===== src/hw/rtl/fbpa_pkg.sv =====
// shared types, codes and default sizes of the fixed block pool allocator
package fbpa_pkg;

  localparam int POOL_BLOCKS   = 32;
  localparam int PAYLOAD_BYTES = 128;
  localparam int HEADER_BYTES  = 4;

  localparam int ADDR_W   = 32;
  localparam int COUNT_W  = 6;
  localparam int STATUS_W = 2;
  localparam int CFG_IDX_W = 1;

  typedef enum logic [STATUS_W-1:0] {
    ST_OK      = 2'd0,
    ST_EMPTY   = 2'd1,
    ST_INVALID = 2'd2
  } status_e;

  typedef enum logic {
    OP_REQUEST = 1'b0,
    OP_RELEASE = 1'b1
  } op_e;

  typedef enum logic [CFG_IDX_W-1:0] {
    CFG_HEAP_BASE  = 1'b0,
    CFG_HEAP_LIMIT = 1'b1
  } cfg_idx_e;

  typedef struct packed {
    logic push;
    logic pop;
  } fl_ctrl_t;

endpackage


===== src/hw/rtl/fixed_block_pool_allocator.sv =====
// top level of the fixed block pool allocator with a first in first out free list
//
// in channel: in_valid_i/in_ready_o carry operation_i (request or release)
// and block_address_i, the payload address to release.
// out channel: out_valid_o/out_ready_i carry status_o, granted_address_o and
// free_count_o, exactly one result beat for each input beat, in order.
// the result beat is registered, in the cycle after its input beat is accepted; one
// beat per cycle is sustained while out_ready_i is high, limited by the single pass
// through the release check multiplier and the prefetched free list memory head read.
// while a result waits on a stalled receiver the next input beat is accepted
// in the same cycle that the waiting result is taken; otherwise in_ready_o drops.
// configuration: cfg_we_i writes cfg_data_i to heap_base (index 0) or
// heap_limit (index 1) at once; write only while the block is idle.
// reset leaves every block free in address order with no clearing pass: a free
// list entry not yet written reads as its own position, tracked by the tail.
module fixed_block_pool_allocator #(
  parameter int POOL_BLOCKS   = fbpa_pkg::POOL_BLOCKS,
  parameter int PAYLOAD_BYTES = fbpa_pkg::PAYLOAD_BYTES,
  parameter int HEADER_BYTES  = fbpa_pkg::HEADER_BYTES
) (
  input  logic                            clk_i,
  input  logic                            rst_ni,
  input  logic                            cfg_we_i,
  input  logic [fbpa_pkg::CFG_IDX_W-1:0]  cfg_idx_i,
  input  logic [fbpa_pkg::ADDR_W-1:0]     cfg_data_i,
  input  logic                            in_valid_i,
  output logic                            in_ready_o,
  input  logic                            operation_i,
  input  logic [fbpa_pkg::ADDR_W-1:0]     block_address_i,
  output logic                            out_valid_o,
  input  logic                            out_ready_i,
  output logic [fbpa_pkg::STATUS_W-1:0]   status_o,
  output logic [fbpa_pkg::ADDR_W-1:0]     granted_address_o,
  output logic [fbpa_pkg::COUNT_W-1:0]    free_count_o
);

  localparam int AW     = fbpa_pkg::ADDR_W;
  localparam int IW     = $clog2(POOL_BLOCKS);
  localparam int CW     = $clog2(POOL_BLOCKS + 1);
  localparam int KW     = fbpa_pkg::COUNT_W;
  localparam int STRIDE = PAYLOAD_BYTES + HEADER_BYTES;

  logic [AW-1:0]      heap_base_q, heap_limit_q;
  logic               acc, is_req, empty, full, rel_ok;
  logic [IW-1:0]      rel_idx, head_idx;
  logic [CW-1:0]      count, count_next;
  logic [CW+KW-1:0]   count_ext;
  fbpa_pkg::fl_ctrl_t fl_ctrl;

  logic                    out_valid_q;
  fbpa_pkg::status_e       status_q, status_d;
  logic [AW-1:0]           granted_q, granted_d;
  logic [KW-1:0]           free_count_q;

  always_ff @(posedge clk_i or negedge rst_ni) begin
    if (!rst_ni) begin
      heap_base_q  <= '0;
      heap_limit_q <= '1;
    end else if (cfg_we_i) begin
      case (cfg_idx_i)
        fbpa_pkg::CFG_HEAP_BASE:  heap_base_q  <= cfg_data_i;
        fbpa_pkg::CFG_HEAP_LIMIT: heap_limit_q <= cfg_data_i;
        default: ;
      endcase
    end
  end

  fbpa_addr_chk #(
    .POOL_BLOCKS  (POOL_BLOCKS),
    .PAYLOAD_BYTES(PAYLOAD_BYTES),
    .HEADER_BYTES (HEADER_BYTES)
  ) u_chk (
    .addr_i      (block_address_i),
    .heap_base_i (heap_base_q),
    .heap_limit_i(heap_limit_q),
    .ok_o        (rel_ok),
    .idx_o       (rel_idx)
  );

  fbpa_free_list #(
    .POOL_BLOCKS(POOL_BLOCKS)
  ) u_list (
    .clk_i       (clk_i),
    .rst_ni      (rst_ni),
    .ctrl_i      (fl_ctrl),
    .push_idx_i  (rel_idx),
    .head_idx_o  (head_idx),
    .count_o     (count),
    .count_next_o(count_next)
  );

  assign in_ready_o = !out_valid_q || out_ready_i;
  assign acc        = in_valid_i && in_ready_o;
  assign is_req     = operation_i == fbpa_pkg::OP_REQUEST;
  assign empty      = count == '0;
  assign full       = count == CW'(POOL_BLOCKS);

  always_comb begin
    fl_ctrl.pop  = acc && is_req && !empty;
    fl_ctrl.push = acc && !is_req && rel_ok && !full;
    granted_d    = '0;
    if (is_req) begin
      status_d = empty ? fbpa_pkg::ST_EMPTY : fbpa_pkg::ST_OK;
      if (!empty) begin
        granted_d = heap_base_q + AW'(head_idx) * AW'(STRIDE) + AW'(HEADER_BYTES);
      end
    end else begin
      status_d = (rel_ok && !full) ? fbpa_pkg::ST_OK : fbpa_pkg::ST_INVALID;
    end
    count_ext = {{KW{1'b0}}, count_next};
  end

  always_ff @(posedge clk_i or negedge rst_ni) begin
    if (!rst_ni) begin
      out_valid_q <= 1'b0;
    end else if (in_ready_o) begin
      out_valid_q <= in_valid_i;
    end
  end

  always_ff @(posedge clk_i) begin
    if (acc) begin
      status_q     <= status_d;
      granted_q    <= granted_d;
      free_count_q <= count_ext[KW-1:0];
    end
  end

  assign out_valid_o       = out_valid_q;
  assign status_o          = status_q;
  assign granted_address_o = granted_q;
  assign free_count_o      = free_count_q;

  a_acc_gives_beat: assert property (@(posedge clk_i) disable iff (!rst_ni)
    acc |=> out_valid_q)
    else $error("accepted beat gave no result");

  a_grant_only_ok: assert property (@(posedge clk_i) disable iff (!rst_ni)
    (out_valid_q && (status_q != fbpa_pkg::ST_OK)) |-> (granted_q == '0))
    else $error("address granted on a failed operation");

  a_pop_counts: assert property (@(posedge clk_i) disable iff (!rst_ni)
    fl_ctrl.pop |=> (count == $past(count) - CW'(1)))
    else $error("free count off after a grant");

  a_count_bound: assert property (@(posedge clk_i) disable iff (!rst_ni)
    count <= CW'(POOL_BLOCKS))
    else $error("free count above pool size");

endmodule


===== src/hw/rtl/fbpa_free_list.sv =====
// circular free index list with prefetched head entry and reset fill by write count
module fbpa_free_list #(
  parameter int POOL_BLOCKS = fbpa_pkg::POOL_BLOCKS,
  localparam int IW = $clog2(POOL_BLOCKS),
  localparam int CW = $clog2(POOL_BLOCKS + 1)
) (
  input  logic               clk_i,
  input  logic               rst_ni,
  input  fbpa_pkg::fl_ctrl_t ctrl_i,
  input  logic [IW-1:0]      push_idx_i,
  output logic [IW-1:0]      head_idx_o,
  output logic [CW-1:0]      count_o,
  output logic [CW-1:0]      count_next_o
);

  localparam logic [IW-1:0] LAST = IW'(POOL_BLOCKS - 1);
  localparam logic [CW-1:0] FULL = CW'(POOL_BLOCKS);

  logic [IW-1:0] mem [POOL_BLOCKS];

  logic [IW-1:0] head_q, head_d, tail_q, tail_d;
  logic          wrapped_q, wrapped_d;
  logic [CW-1:0] count_q, count_d;
  logic [IW-1:0] rd_q;
  logic          byp_q, byp_d, wr_q, wr_d;
  logic [IW-1:0] byp_data_q;

  always_comb begin
    head_d = head_q;
    if (ctrl_i.pop) begin
      head_d = (head_q == LAST) ? '0 : head_q + IW'(1);
    end
    tail_d = tail_q;
    if (ctrl_i.push) begin
      tail_d = (tail_q == LAST) ? '0 : tail_q + IW'(1);
    end
    wrapped_d = wrapped_q | (ctrl_i.push & (tail_q == LAST));
    count_d = count_q;
    if (ctrl_i.pop) begin
      count_d = count_q - CW'(1);
    end else if (ctrl_i.push) begin
      count_d = count_q + CW'(1);
    end
    // entry at the next head already written, or being written now
    byp_d = ctrl_i.push & (tail_q == head_d);
    wr_d  = wrapped_q | (head_d < tail_q);
  end

  always_ff @(posedge clk_i) begin
    if (ctrl_i.push) begin
      mem[tail_q] <= push_idx_i;
    end
    rd_q <= mem[head_d];
  end

  always_ff @(posedge clk_i or negedge rst_ni) begin
    if (!rst_ni) begin
      head_q     <= '0;
      tail_q     <= '0;
      wrapped_q  <= 1'b0;
      count_q    <= FULL;
      byp_q      <= 1'b0;
      wr_q       <= 1'b0;
      byp_data_q <= '0;
    end else begin
      head_q     <= head_d;
      tail_q     <= tail_d;
      wrapped_q  <= wrapped_d;
      count_q    <= count_d;
      byp_q      <= byp_d;
      wr_q       <= wr_d;
      byp_data_q <= push_idx_i;
    end
  end

  // never written entries are not read: the head position stands in as their index
  assign head_idx_o   = byp_q ? byp_data_q : (wr_q ? rd_q : head_q);
  assign count_o      = count_q;
  assign count_next_o = count_d;

endmodule


===== src/hw/rtl/fbpa_addr_chk.sv =====
// release address check and conversion of a payload address to a block index
module fbpa_addr_chk #(
  parameter int POOL_BLOCKS   = fbpa_pkg::POOL_BLOCKS,
  parameter int PAYLOAD_BYTES = fbpa_pkg::PAYLOAD_BYTES,
  parameter int HEADER_BYTES  = fbpa_pkg::HEADER_BYTES,
  localparam int IW = $clog2(POOL_BLOCKS)
) (
  input  logic [fbpa_pkg::ADDR_W-1:0] addr_i,
  input  logic [fbpa_pkg::ADDR_W-1:0] heap_base_i,
  input  logic [fbpa_pkg::ADDR_W-1:0] heap_limit_i,
  output logic                        ok_o,
  output logic [IW-1:0]               idx_o
);

  localparam int AW     = fbpa_pkg::ADDR_W;
  localparam int STRIDE = PAYLOAD_BYTES + HEADER_BYTES;
  localparam int SPAN   = POOL_BLOCKS * STRIDE;
  localparam int N      = $clog2(SPAN);
  localparam int L      = $clog2(STRIDE);
  localparam int F      = N + L;
  localparam longint unsigned POW = 64'd1 << F;
  localparam longint unsigned C   = (POW + 64'(STRIDE) - 64'd1) / 64'(STRIDE);
  localparam int MW     = $clog2(C + 64'd1);
  localparam int PRODW  = N + MW;

  logic [AW-1:0]    hdr, off;
  logic [AW+1:0]    blk_end;
  logic             below_hdr, below_base, past_limit, in_span, rem_zero;
  logic [PRODW-1:0] prod;

  always_comb begin
    below_hdr  = addr_i < AW'(HEADER_BYTES);
    hdr        = addr_i - AW'(HEADER_BYTES);
    below_base = hdr < heap_base_i;
    blk_end    = {2'b00, hdr} + (AW+2)'(STRIDE);
    past_limit = blk_end > {2'b00, heap_limit_i};
    off        = hdr - heap_base_i;
    in_span    = off < AW'(SPAN);
    // multiply by rounded up reciprocal: quotient on top, exact when fraction below C
    prod       = PRODW'(off[N-1:0]) * PRODW'(C);
    rem_zero   = prod[F-1:0] < F'(C);
    idx_o      = IW'(prod >> F);
    ok_o       = (addr_i != '0) && !below_hdr && !below_base && !past_limit
                 && in_span && rem_zero;
  end

endmodule


===== config.mk =====
export PLATFORM = sky130hd
export DESIGN_NAME = fixed_block_pool_allocator
export DESIGN_NICKNAME = d
export VERILOG_FILES = /design/src/hw/rtl/fbpa_pkg.sv /design/src/hw/rtl/fixed_block_pool_allocator.sv /design/src/hw/rtl/fbpa_free_list.sv /design/src/hw/rtl/fbpa_addr_chk.sv
export SDC_FILE = /design/constraint.sdc
export NUM_CORES = 1
export LEC_CHECK = 0
export BUFFER_PORTS_ARGS = -buffer_cell sky130_fd_sc_hd__buf_2
export CORE_MARGIN = 1
export CORE_UTILIZATION = 25
export CTS_CLUSTER_SIZE = 14
export DETAILED_ROUTE_END_ITERATION = 12
export HOLD_SLACK_MARGIN = 0.06
export PLACE_DENSITY_LB_ADDON = 0.15
export SYNTH_ARGS = -nofsm -noshare
export SYNTH_HDL_FRONTEND = slang
export SYNTH_HIERARCHICAL = 1
export SYNTH_SLANG_ARGS = --single-unit

===== constraint.sdc =====
create_clock -name clk_i -period 18.8 [get_ports clk_i]
set_input_delay 3.76 -clock clk_i [delete_from_list [all_inputs] [get_ports clk_i]]
set_output_delay 3.76 -clock clk_i [all_outputs]
set_load 0.02 [all_outputs]

==> Word level (Yosys, flattened, before mapping) <==
Memories as Yosys holds them, arrays and structs flattened. A register that Yosys moved wholly into a read port is not among the register bits.
Index checks and enable logic that the tools add are counted.
W data, S select, Z words.
{ "word_totals": {"reg_bits": 129, "latchBits": 0, "ram_bits": 160, "rom_bits": 0, "in_bits": 71, "mem_count": 1} }
{ "op_classes": {"add_sub_neg": 9, "mul": 2, "n_div": 0, "n_lt_le_gt_ge": 6, "n_eq_ne": 4, "n_shift": 0, "muxes": 12, "n_bitwise": 6, "reduce_logical": 24} }
{ "mem_list": {"columns": ["name", "words", "width", "rd", "rd_ports_with_merged_regs", "write_ports", "line_no", "rtl"], "rows": [
  ["u_list.mem", 32, 5, 1, 1, 1, "fbpa_free_list.sv:19", "logic [IW-1:0] mem [POOL_BLOCKS];"]
]} }
{ "ops": {"columns": ["op", "count"], "rows": [
  ["$gt A34 B32 Y1", 1],
  ["$add A32 B8 Y33 const B", 1],
  ["$add A32 B13 Y32", 1],
  ["$add A32 B3 Y32 const B", 1],
  ["$lt A32 B13 Y1 const B", 1],
  ["$lt A32 B3 Y1 const B", 1],
  ["$lt A32 B32 Y1", 1],
  ["$reduce_bool A32 Y1", 1],
  ["$sub A32 B3 Y32 const B", 1],
  ["$sub A32 B32 Y32", 1],
  ["$mux W5", 5],
  ["$mul A13 B10 Y22 const B", 1],
  ["$lt A21 B14 Y1 const B", 1],
  ["$logic_and A1 B1 Y1", 12],
  ["$mux W6", 2],
  ["$mul A5 B6 Y11 const B", 1],
  ["$add A5 B1 Y5 const B", 2],
  ["$eq A5 B5 Y1 const B", 2],
  ["$add A6 B1 Y6 const B", 1],
  ["$eq A6 B6 Y1 const B", 1],
  ["$logic_not A1 Y1", 6],
  ["$logic_not A6 Y1", 1],
  ["$sub A6 B1 Y6 const B", 1],
  ["$eq A5 B5 Y1", 1],
  ["9 further kinds", 16]
]} }

==> Depth between registers and ports, before layout <==
Gate-level depths: netlist of the first run.
{ "depth": {"depth_word": 11, "depth_mapped": 38, "ltp_nobuf": 36} }

==> Hierarchy <==
The synthesis of the first run kept the hierarchy.
{ "modules_own_cells": {"columns": ["module", "instances", "cells_each", "area_each_um2"], "rows": [
  ["fbpa_free_list", 1, 661, 8464.4],
  ["fbpa_addr_chk", 1, 929, 6686.4],
  ["fixed_block_pool_allocator", 1, 367, 4880.9]
]} }

==> Worst setup path before layout of the first run <==
OpenSTA, ideal clock, no wires.
{ "synth_timing": {"kind": "in2reg", "from": "input port block_address_i[6] in the netlist's numbering", "to": "memory u_list/mem[3][0] in the netlist's numbering (enable)", "setup_time_ps": 381, "arrival_ps": 11695, "t_required_ps": 18419, "setup_slack_ps": 6724, "path_stages": 32, "path_cell_list": "buf_2 > or4_1 > nor2_2 > nor2_1 > inv_1 > ha_1 > clkbuf_1 > a2111o_1 > o2111ai_1 > inv_1 > fa_1 > inv_1 > fa_1 > inv_1 > fa_1 > ha_1 > ha_1 > ha_1 > nor3b_1 > a221o_1 > a311oi_1 > o311ai_1 > nor4_1 > nand4b_1 > nor4_1 > o2111ai_1 > a2111oi_1 > o21ai_0 > nor2_1 > clkbuf_1 > nand2_1 > nor4_1"} }
{ "synth_lines": {"columns": ["element", "line_no", "rtl"], "rows": [
  ["from (decl)", "fixed_block_pool_allocator.sv:29", "input logic [fbpa_pkg::ADDR_W-1:0] block_address_i,"],
  ["to (decl)", "fbpa_free_list.sv:19", null]
]} }

==> qor_table.md, run 1 <==
| Group | Item | Reported |
|:---|:---|:---|
| run status | Outcome | completed |
| timing | Final-report hold violation count | 0 |
| critical path | Worst setup endpoint | u_list/mem[14][0] |
| final layout | Share of layout cells above drive strength 1 | 15.5% |
| critical path | Source of the worst register-to-register timing path | heap_base_q[0] |
| cts | CTS tree | built |
| synth | Total number of yosys warnings | 6 |
| critical path | Source of the critical timing path | block_address_i[3] |
| synth | Xor and xnor fraction of the mapped netlist area | 4.37% |
| cts | Post-cts gate resize count | 0 |
| cts | Hold Buf Count CTS | 0 |
| cts | Number of buffers added by the clock tree synthesis step | 31 |
| route | Total Routed Length | 63000 um |
| cts | H-tree levels | 1 |
| synth | Post-Synthesis Cell Area | 0.0200 mm^2 |
| timing | Setup-violating endpoint count in the final report | 0 |
| min path | Path class of the lowest-slack min-delay path | reg2reg |
| global routing | Global router's overall resource usage | 15.2% |
| global routing | Wire length of the first global-routing pass | 95100 um |
| die | Core Rows | 103 |
| cts | Root Buffer | sky130_fd_sc_hd__clkbuf_16 |
| global routing | Largest net degree at the start of global routing | 73 |
| cts | Post-CTS setup buffers | 0 |
| synth | Primary FF master, synth | sky130_fd_sc_hd__edfxtp_1 |
| synth | Syn_nets | 2230 |
| timing | Clock Skews | 45.0 ps |
| critical path | Critical path data arrival time | 13760 ps |
| route | Wire per inst | 20.2 um |
| critical path | Kind of end point of the critical path | register |
| global routing | Via count of the first global-routing pass | 15400 |
| synth | Yosys cell types | 109 |
| place | Placer congestion estimate | 0.865 |
| synth | Combinational family with the most area after synthesis | compound AO/OA/AOI/OAI gates |
| final layout | Footprint of the multi-input gates | 0.0106 mm^2 |
| route | Ratio of routed vias to standard cells | 4.93 |
| global routing | Met3 Resource Use GR | 2.43% |
| cts | Maximum buffer depth of the clock tree | 3 |
| timing | Hold Worst Slack | 482 ps |
| global routing | Remaining global-route overflow | 0 |
| critical path | Most prevalent standard cell on the critical path | sky130_fd_sc_hd__ha_1 |
| route | DRC violations left | 0 |
| die | Number of placed I/O pins | 113 |
| final layout | Number of filler cells placed in the layout | 8327 |
| critical path | Highest fanout seen on the critical path | 23 |
| global routing | Most used routing layer | met2 |
| synth | Ys async rst share | 30.3% |
| critical path | Worst EP required | 19020 ps |
| synth | Multiplexer fraction of the synthesized cell area | 6.28% |
| route | Iter 0 DRT Violations | 1133 |
| die | Effective utilization at floorplan | 25.3% |
| critical path | Number of cell instances on the worst register-to-register path | 32 |
| place | Number of buffer cells added on primary ports | 112 |
| critical path | Worst-path cell with the longest stage delay | sky130_fd_sc_hd__a2111oi_2 |
| critical path | Setup CP Type | in2reg |
| synth | Area fraction in compound gates after synthesis | 14.3% |
| timing | Transition at the pin with the smallest max-transition slack | 1050 ps |
| die | Die area | 0.0813 mm^2 |
| timing | Max-slew violation count | 0 |
| min path | Startpoint of the worst hold path | u_list/wrapped_q |
| global routing | Initial antenna violation count | 9 |
| synth | Average footprint of a synthesized cell | 10.2 um^2 |
| cts | Later-pin clock latency in the skew report | 610 ps |
| critical path | Startpoint kind of the worst setup timing path | primary input |
| timing | Post-Route Setup TNS | 0 ps |
| timing | Unrepaired setup endpoints after global routing | no |
| timing | Tmin final | 13550 ps |
| synth | Synth area leader | sky130_fd_sc_hd__edfxtp_1 |
| global routing | Global routing usage on met2 | 25.4% |
| die | Die H | 285 um |
| route | Number of detailed-route iterations in the first pass | 5 |
| synth | Arithmetic-cell share of the synthesized area counting full adders, half adders and majority gates | 14.1% |
| route | Post-DRT Antenna Nets | 0 |
| route | Vias after detailed routing | 15400 |
| timing | Fmax | 0.0738 GHz |
| die | Die W | 285 um |
| timing | Worst slew margin | 29.8% |
| timing | Period utilisation layout | 72.1% |
| synth | Post-synth top area share | 30.0% |
| global routing | Met1 GRT Util | 20.1% |
| synth | Number of enable-type register cells in the synthesized netlist | 200 |
| final layout | Area occupied by registers | 0.00837 mm^2 |
| critical path | Internal reg-to-reg setup slack | 8590 ps |
| place | Placed wire-length estimate | 47400 um |
| final layout | Post-layout nets | 2317 |
| synth | Biggest area contributors in the synthesized netlist | sky130_fd_sc_hd__edfxtp_1 30%, sky130_fd_sc_hd__ha_1 10%, sky130_fd_sc_hd__dfrtp_1 7.0%, sky130_fd_sc_hd__dfstp_2 4.3%, sky130_fd_sc_hd__fa_1 3.9% |
| die | Core area | 0.0791 mm^2 |
| run | Number of maximum-capacitance constraint violations | 0 |
| cts | Clock-pin slew of the registers on the worst-case setup and hold paths | 60 ps |
| synth | Share of the yosys chip area belonging to registers | 41.8% |
| final layout | Area added between synthesis and finish | 13.2% |
| critical path | Endpoint of the lowest-slack register-to-register path | u_list/mem[14][0] |
| synth | Number of standard cells after synthesis | 1957 |
| synth | Simple-gate area share of the yosys netlist | 13.5% |
| cts | Clock sinks | 294 |
| critical path | Peak per-stage delay on the critical path | 850 ps |
| synth | Post-synthesis sequential element count | 294 |
## how the worst min path moves through the flow
stage,cells after the start,end
4_1_cts,1,u_list/wrapped_q
2_1_floorplan,1,u_list/wr_q
3_3_place_gp,1,u_list/wrapped_q
6_report,1,u_list/wrapped_q
3_5_place_dp,1,u_list/wrapped_q
5_1_grt,1,u_list/wrapped_q
## stage by stage
| stage | setup slack [ps] | utilization [%] | cell area, um^2 | instances |
|---|---|---|---|---|
| 3_3_place_gp | 4930 | 27.5 | 21700 | 3061 |
| 5_1_grt | 4410 | 28.7 | 22700 | 3119 |
| 2_1_floorplan | 6720 | - | 20000 | 1957 |
| 3_5_place_dp | 4510 | 27.5 | 21700 | 3061 |
| 6_report | 5250 | 28.7 | 22700 | 3120 |
| 4_1_cts | 5090 | 28.7 | 22700 | 3119 |
## critical path, delay by kind of cell
| kind | cells | cell delay, ps |
|---|---|---|
| AO/OA/AOI/OAI | 8 | 2530 |
| XOR/XNOR | 1 | 750 |
| adder cells (fa/ha/maj) | 8 | 2950 |
| buffers and inverters | 6 | 840 |
| AND/OR/NAND/NOR | 12 | 2890 |
## layer usage
layer,part of all wire (%),wire (um),vias up
li1,-,-,7286
met1,44,27600,7567
met2,48,30100,424
met3,5.5,3450,93
met4,2.8,1780,6
met5,0.062,39,-
## cells in the final DEF (no fill, tap or decap), types with 12 or more instances in the layout
| cell type | Yosys | routed |
|---|---|---|
| sky130_fd_sc_hd__edfxtp_1 | 200 | 200 |
| sky130_fd_sc_hd__buf_4 | 9 | 18 |
| sky130_fd_sc_hd__and3_1 | 18 | 18 |
| sky130_fd_sc_hd__nand3_1 | 51 | 51 |
| sky130_fd_sc_hd__nand2b_1 | 20 | 20 |
| sky130_fd_sc_hd__buf_2 | 13 | 111 |
| sky130_fd_sc_hd__nor3_1 | 47 | 47 |
| sky130_fd_sc_hd__nand4_1 | 28 | 28 |
| sky130_fd_sc_hd__a211oi_1 | 19 | 19 |
| sky130_fd_sc_hd__nor2b_1 | 13 | 12 |
| sky130_fd_sc_hd__clkbuf_16 | 0 | 31 |
| sky130_fd_sc_hd__inv_1 | 204 | 204 |
| sky130_fd_sc_hd__xor2_1 | 40 | 39 |
| sky130_fd_sc_hd__a21oi_1 | 96 | 96 |
| sky130_fd_sc_hd__fa_1 | 39 | 39 |
| sky130_fd_sc_hd__clkbuf_1 | 44 | 16 |
| sky130_fd_sc_hd__dfrtp_1 | 56 | 56 |
| sky130_fd_sc_hd__dfstp_2 | 33 | 33 |
| sky130_fd_sc_hd__mux2i_1 | 40 | 40 |
| sky130_fd_sc_hd__o21ai_0 | 90 | 90 |
| sky130_fd_sc_hd__o22ai_1 | 18 | 18 |
| sky130_fd_sc_hd__nor4_1 | 16 | 16 |
| sky130_fd_sc_hd__o211ai_1 | 18 | 18 |
| sky130_fd_sc_hd__nand2_1 | 156 | 156 |
| sky130_fd_sc_hd__xnor2_1 | 58 | 55 |
| sky130_fd_sc_hd__nor2_1 | 127 | 127 |
| sky130_fd_sc_hd__a21o_1 | 29 | 29 |
| sky130_fd_sc_hd__mux2_2 | 67 | 67 |
| sky130_fd_sc_hd__ha_1 | 163 | 163 |
| sky130_fd_sc_hd__a31oi_1 | 14 | 14 |
## logic make-up after synthesis
family | after synthesis
XOR/XNOR | 99
flip-flops | 294
adder cells (fa/ha/maj) | 202
AND/OR/NAND/NOR | 542
multiplexers | 113
buffers and inverters | 284
AO/OA/AOI/OAI | 423
## flip-flops by register name (all words and copies together), names as in the netlist, 2 cells and up
name and count:
heap_limit_q 32, free_count_o 6, u_list/byp_data_q 5, u_list/mem 160
u_list/rd_q 5, u_list/tail_q 5, heap_base_q 32, granted_address_o 32
u_list/head_q 5, u_list/count_o 6, status_o 2
## Yosys cell counts, types with 7 or more instances
| cell | number |
|---|---|
| sky130_fd_sc_hd__o211a_1 | 8 |
| sky130_fd_sc_hd__buf_1 | 7 |
| sky130_fd_sc_hd__nand2b_1 | 20 |
| sky130_fd_sc_hd__nand3_1 | 51 |
| sky130_fd_sc_hd__a21o_1 | 29 |
| sky130_fd_sc_hd__inv_1 | 204 |
| sky130_fd_sc_hd__clkbuf_1 | 44 |
| sky130_fd_sc_hd__mux2i_1 | 40 |
| sky130_fd_sc_hd__xnor2_1 | 58 |
| sky130_fd_sc_hd__and3_1 | 18 |
| sky130_fd_sc_hd__nand4_1 | 28 |
| sky130_fd_sc_hd__a211oi_1 | 19 |
| sky130_fd_sc_hd__buf_4 | 9 |
| sky130_fd_sc_hd__xor2_1 | 40 |
| sky130_fd_sc_hd__o21ai_0 | 90 |
| sky130_fd_sc_hd__buf_2 | 13 |
| sky130_fd_sc_hd__nor3_1 | 47 |
| sky130_fd_sc_hd__o21bai_1 | 9 |
| sky130_fd_sc_hd__a32oi_1 | 10 |
| sky130_fd_sc_hd__dfrtp_1 | 56 |
| sky130_fd_sc_hd__a21oi_1 | 96 |
| sky130_fd_sc_hd__o211ai_1 | 18 |
| sky130_fd_sc_hd__nor4_1 | 16 |
| sky130_fd_sc_hd__nand2_1 | 156 |
| sky130_fd_sc_hd__nor2b_1 | 13 |
| sky130_fd_sc_hd__nor2_1 | 127 |
| sky130_fd_sc_hd__mux2_2 | 67 |
| sky130_fd_sc_hd__and2_1 | 8 |
| sky130_fd_sc_hd__o21a_1 | 11 |
| sky130_fd_sc_hd__edfxtp_1 | 200 |
| sky130_fd_sc_hd__fa_1 | 39 |
| sky130_fd_sc_hd__or3_1 | 9 |
| sky130_fd_sc_hd__o31ai_1 | 7 |
| sky130_fd_sc_hd__o22ai_1 | 18 |
| sky130_fd_sc_hd__dfstp_2 | 33 |
| sky130_fd_sc_hd__ha_1 | 163 |
| sky130_fd_sc_hd__a22oi_1 | 8 |
| sky130_fd_sc_hd__a31oi_1 | 14 |
| sky130_fd_sc_hd__o2111ai_1 | 10 |
## cell type report
| class | count | share of cell area, % |
|---|---|---|
| sequential | 294 | 36.9 |
| timing repair buffer | 129 | 3.04 |
| multi-input combinational | 1379 | 46.5 |
| clock inverter | 4 | 0.165 |
| inverter | 209 | 3.48 |
| antenna | 1 | 0.0110 |
| clock buffer | 54 | 4.05 |
| tap | 1050 | 5.79 |
Power of run 1 is left out: the tool's default activity adds up to more than one toggle a clock period on the data nets, which glitch-free logic cannot reach.
==> run 2, diff against run 1 <==
- ABC_AREA: unset -> 1
- clock period: 18.8 -> 11.49 ns (I/O delays scaled with it)
==> run 2 against run 1 <==
  * Global-route usage rose by 0.32 points
  * Non-clock buffer count did not move
  * Cell count rose by 26%
  * Clock skew fell by 15 ps
  * Clock-buffer cell count fell by 8
  * Routed wire length rose by 5.3%
  * Via count rose by 14%
  * Core utilization rose by 0.11 points
  * Worst hold slack got worse by 26 ps
==> qor_table.md, run 2 <==
| Group | Item | Reported | Change |
|:---|:---|:---|:---|
| critical path | Critical path data arrival time | 10150 ps | was 13760 ps |
| timing | Tmin final | 9960 ps |  |
| final layout | Largest register by flop count | u_list/mem | unchanged |
| die | Die W | 292 um | was 285 um |
| critical path | Source of the critical timing path | block_address_i[2] | was block_address_i[3] |
| synth | Biggest area contributors in the synthesized netlist | sky130_fd_sc_hd__edfxtp_1 28%, sky130_fd_sc_hd__nand2_1 12%, sky130_fd_sc_hd__inv_1 9.8%, sky130_fd_sc_hd__ha_1 9.7%, sky130_fd_sc_hd__dfrtp_1 6.6% | was sky130_fd_sc_hd__edfxtp_1 30%, sky130_fd_sc_hd__ha_1 10%, sky130_fd_sc_hd__dfrtp_1 7.0%, sky130_fd_sc_hd__dfstp_2 4.3%, sky130_fd_sc_hd__fa_1 3.9% |
| timing | Post-Route Setup TNS | 0 ps | unchanged |
| synth | Yosys cell types | 53 | was 109 |
| synth | Syn_nets | 2986 | was 2230 |
| timing | Worst slew margin | 37.5% | was 29.8% |
| die | Number of placed I/O pins | 113 | unchanged |
| cts | Later-pin clock latency in the skew report | 560 ps | was 610 ps |
| cts | Number of buffers added by the clock tree synthesis step | 36 | was 31 |
| route | Ratio of routed vias to standard cells | 4.47 | was 4.93 |
| route | Post-DRT Antenna Nets | 0 | unchanged |
| final layout | Max FFs per register | 160 | unchanged |
| min path | Instance count along the most critical hold path | 2 | was 1 |
| place | Number of buffer cells added on primary ports | 112 | unchanged |
| route | Wire per inst | 16.9 um | was 20.2 um |
| min path | Path class of the lowest-slack min-delay path | reg2reg | unchanged |
| global routing | Global router's overall resource usage | 15.5% | was 15.2% |
| cts | Maximum buffer depth of the clock tree | 3 | unchanged |
| synth | Post-Synthesis Cell Area | 0.0211 mm^2 | was 0.0200 mm^2 |
| die | Die area | 0.0855 mm^2 | was 0.0813 mm^2 |
| timing | Period utilisation layout | 86.7% |  |
| critical path | Peak per-stage delay on the critical path | 530 ps | was 850 ps |
| final layout | Most frequent standard cell in the layout excluding fill and tap cells | sky130_fd_sc_hd__nand2_1 | was sky130_fd_sc_hd__inv_1 |
| timing | Setup-violating endpoint count in the final report | 0 | unchanged |
| critical path | Startpoint kind of the worst setup timing path | primary input | unchanged |
| critical path | Most prevalent standard cell on the critical path | sky130_fd_sc_hd__nand2_1 | was sky130_fd_sc_hd__ha_1 |
| critical path | Highest fanout seen on the critical path | 18 | was 23 |
| cts | Clock-pin slew of the registers on the worst-case setup and hold paths | 50 ps | was 60 ps |
| timing | Max-slew violation count | 0 | unchanged |
| cts | Clock sinks | 294 | unchanged |
| cts | H-tree levels | 2 | was 1 |
| cts | Post-CTS setup buffers | 0 | unchanged |
| critical path | Endpoint of the lowest-slack register-to-register path | u_list/mem[6][3] | was u_list/mem[14][0] |
| synth | Top cells by count, synth | 698 x sky130_fd_sc_hd__nand2_1, 550 x sky130_fd_sc_hd__inv_1, 259 x sky130_fd_sc_hd__nand3_1 | was 204 x sky130_fd_sc_hd__inv_1, 200 x sky130_fd_sc_hd__edfxtp_1, 163 x sky130_fd_sc_hd__ha_1 |
| synth | Number of enable-type register cells in the synthesized netlist | 200 | unchanged |
| synth | Post-synthesis sequential element count | 294 | unchanged |
| route | Iter 0 DRT Violations | 1357 | was 1133 |
| run status | Outcome | completed | unchanged |
| place | Placer congestion estimate | 0.882 | was 0.865 |
| global routing | Via count of the first global-routing pass | 17300 | was 15400 |
| place | Placed wire-length estimate | 51700 um | was 47400 um |
| synth | Share of the yosys chip area belonging to registers | 39.7% | was 41.8% |
| route | Total Routed Length | 66300 um | was 63000 um |
| cts | Post-cts gate resize count | 0 | unchanged |
| die | Die H | 292 um | was 285 um |
| critical path | Source of the worst register-to-register timing path | heap_base_q[2] | was heap_base_q[0] |
| timing | Transition at the pin with the smallest max-transition slack | 934 ps | was 1050 ps |
| final layout | Share of layout cells above drive strength 1 | 10.1% | was 15.5% |
| critical path | Worst EP required | 11680 ps | was 19020 ps |
| global routing | Wire length of the first global-routing pass | 102000 um | was 95100 um |
| synth | Cell with the most instances after synthesis | sky130_fd_sc_hd__nand2_1 | was sky130_fd_sc_hd__inv_1 |
| timing | Final-report hold violation count | 0 | unchanged |
| run | Number of maximum-capacitance constraint violations | 0 | unchanged |
| critical path | Internal reg-to-reg setup slack | 3150 ps | was 8590 ps |
| critical path | Worst setup endpoint | u_list/mem[6][3] | was u_list/mem[14][0] |
| global routing | Largest net degree at the start of global routing | 77 | was 73 |
| critical path | Kind of end point of the critical path | register | unchanged |
| synth | Total number of yosys warnings | 6 | unchanged |
| synth | Synth area leader | sky130_fd_sc_hd__edfxtp_1 | unchanged |
| final layout | Total inserted antenna cells | 0 | was 1 |
| timing | Fmax | 0.100 GHz |  |
| die | Core area | 0.0836 mm^2 | was 0.0791 mm^2 |
| cts | CTS tree | built | unchanged |
| critical path | Setup CP Type | in2reg | unchanged |
| route | Number of detailed-route iterations in the first pass | 5 | unchanged |
| final layout | Commonest cells after routing, fill and taps aside | 694 x sky130_fd_sc_hd__nand2_1, 550 x sky130_fd_sc_hd__inv_1, 259 x sky130_fd_sc_hd__nand3_1, 218 x sky130_fd_sc_hd__nor2_1, 200 x sky130_fd_sc_hd__edfxtp_1 | was 204 x sky130_fd_sc_hd__inv_1, 200 x sky130_fd_sc_hd__edfxtp_1, 163 x sky130_fd_sc_hd__ha_1, 156 x sky130_fd_sc_hd__nand2_1, 127 x sky130_fd_sc_hd__nor2_1 |
| final layout | Number of filler cells placed in the layout | 9087 | was 8327 |
| timing | Clock Skews | 30.5 ps | was 45.0 ps |
| synth | Post-synth top area share | 28.5% | was 30.0% |
| critical path | Worst-path cell with the longest stage delay | sky130_fd_sc_hd__fa_1 | was sky130_fd_sc_hd__a2111oi_2 |
| final layout | Area added between synthesis and finish | 14.0% | was 13.2% |
| route | DRC violations left | 0 | unchanged |
| synth | Ys async rst share | 30.3% | unchanged |
| die | Core Rows | 106 | was 103 |
| cts | Root Buffer | sky130_fd_sc_hd__clkbuf_16 | unchanged |
| cts | Hold Buf Count CTS | 0 | unchanged |
| synth | Primary FF master, synth | sky130_fd_sc_hd__edfxtp_1 | unchanged |
| final layout | Post-layout nets | 3100 | was 2317 |
| timing | Unrepaired setup endpoints after global routing | no | unchanged |
| route | Vias after detailed routing | 17600 | was 15400 |
| die | Effective utilization at floorplan | 25.2% | was 25.3% |
| synth | Number of standard cells after synthesis | 2713 | was 1957 |
| global routing | Remaining global-route overflow | 0 | unchanged |
| global routing | Initial antenna violation count | 2 | was 9 |
| synth | Average footprint of a synthesized cell | 7.77 um^2 | was 10.2 um^2 |
| critical path | Number of cell instances on the worst register-to-register path | 35 | was 32 |
## run 2: changes by cell type after synthesis, moves of 19 or more
cell,previous run,this run
sky130_fd_sc_hd__nand2_1,156,698
sky130_fd_sc_hd__a21o_1,29,5
sky130_fd_sc_hd__mux2i_1,40,0
sky130_fd_sc_hd__nor3_1,47,19
sky130_fd_sc_hd__xnor2_1,58,15
sky130_fd_sc_hd__a211oi_1,19,0
sky130_fd_sc_hd__o21ai_0,90,113
sky130_fd_sc_hd__nand2b_1,20,1
sky130_fd_sc_hd__nor2_1,127,218
sky130_fd_sc_hd__mux2_2,67,0
sky130_fd_sc_hd__inv_1,204,550
sky130_fd_sc_hd__nand3_1,51,259
sky130_fd_sc_hd__clkbuf_1,44,21
## run 2: kinds of logic after synthesis
kind of cell             count (synthesis)  share of synthesized area, %
adder cells (fa/ha/maj)                202                          13.4
buffers and inverters                  607                          11.2
flip-flops                             294                          39.7
AO/OA/AOI/OAI                          247                          6.22
XOR/XNOR                                64                          2.89
AND/OR/NAND/NOR                       1299                          26.6
## run 2: how the worst min path moves through the flow
stage,from,to
2_1_floorplan,u_list/wrapped_q,u_list/wrapped_q
3_3_place_gp,u_list/wrapped_q,u_list/wrapped_q
3_5_place_dp,u_list/wrapped_q,u_list/wrapped_q
4_1_cts,u_list/wrapped_q,u_list/wrapped_q
5_1_grt,u_list/wrapped_q,u_list/wrapped_q
6_report,u_list/wrapped_q,u_list/wrapped_q
## run 2: through the flow
stage	setup slack [ps]	hold WS, ps	util, %	instance area [um^2]	cells
floorplan	2140	422	-	21100	2713
CTS	1490	452	28.8	24000	3935
global route	781	482	28.8	24000	3935
global placement	1060	436	27.4	22900	3869
finish	1530	456	28.8	24000	3935
detailed placement	946	439	27.4	22900	3869
## run 2: cell type report
type | count | area (um^2) | share of cell area, %
Timing Repair Buffer | 129 | 691 | 2.87
Clock buffer | 46 | 968 | 4.03
Sequential cell | 294 | 8370 | 34.8
Inverter | 554 | 2080 | 8.65
Clock inverter | 20 | 185 | 0.770
Tap cell | 1080 | 1350 | 5.62
Multi-Input combinational cell | 1812 | 10400 | 43.2
## run 2: worst max-delay path: cells and delay by family
family	cells	cell delay, ps
AOI/OAI and AO/OA	2	400
buffers and inverters	11	1020
xor gates and xnor gates	1	190
and+or+nand+nor	21	3170
adders and majority gates	8	3060
## run 2: per-layer routing
layer	track usage, %	wire length, um	vias up
met5	0	0	-
met4	3.15	981	0
met3	1.71	2760	57
met2	24.7	29800	387
met1	22.6	32800	8321
li1	-	-	8822
Power of run 2 is left out for the same reason.
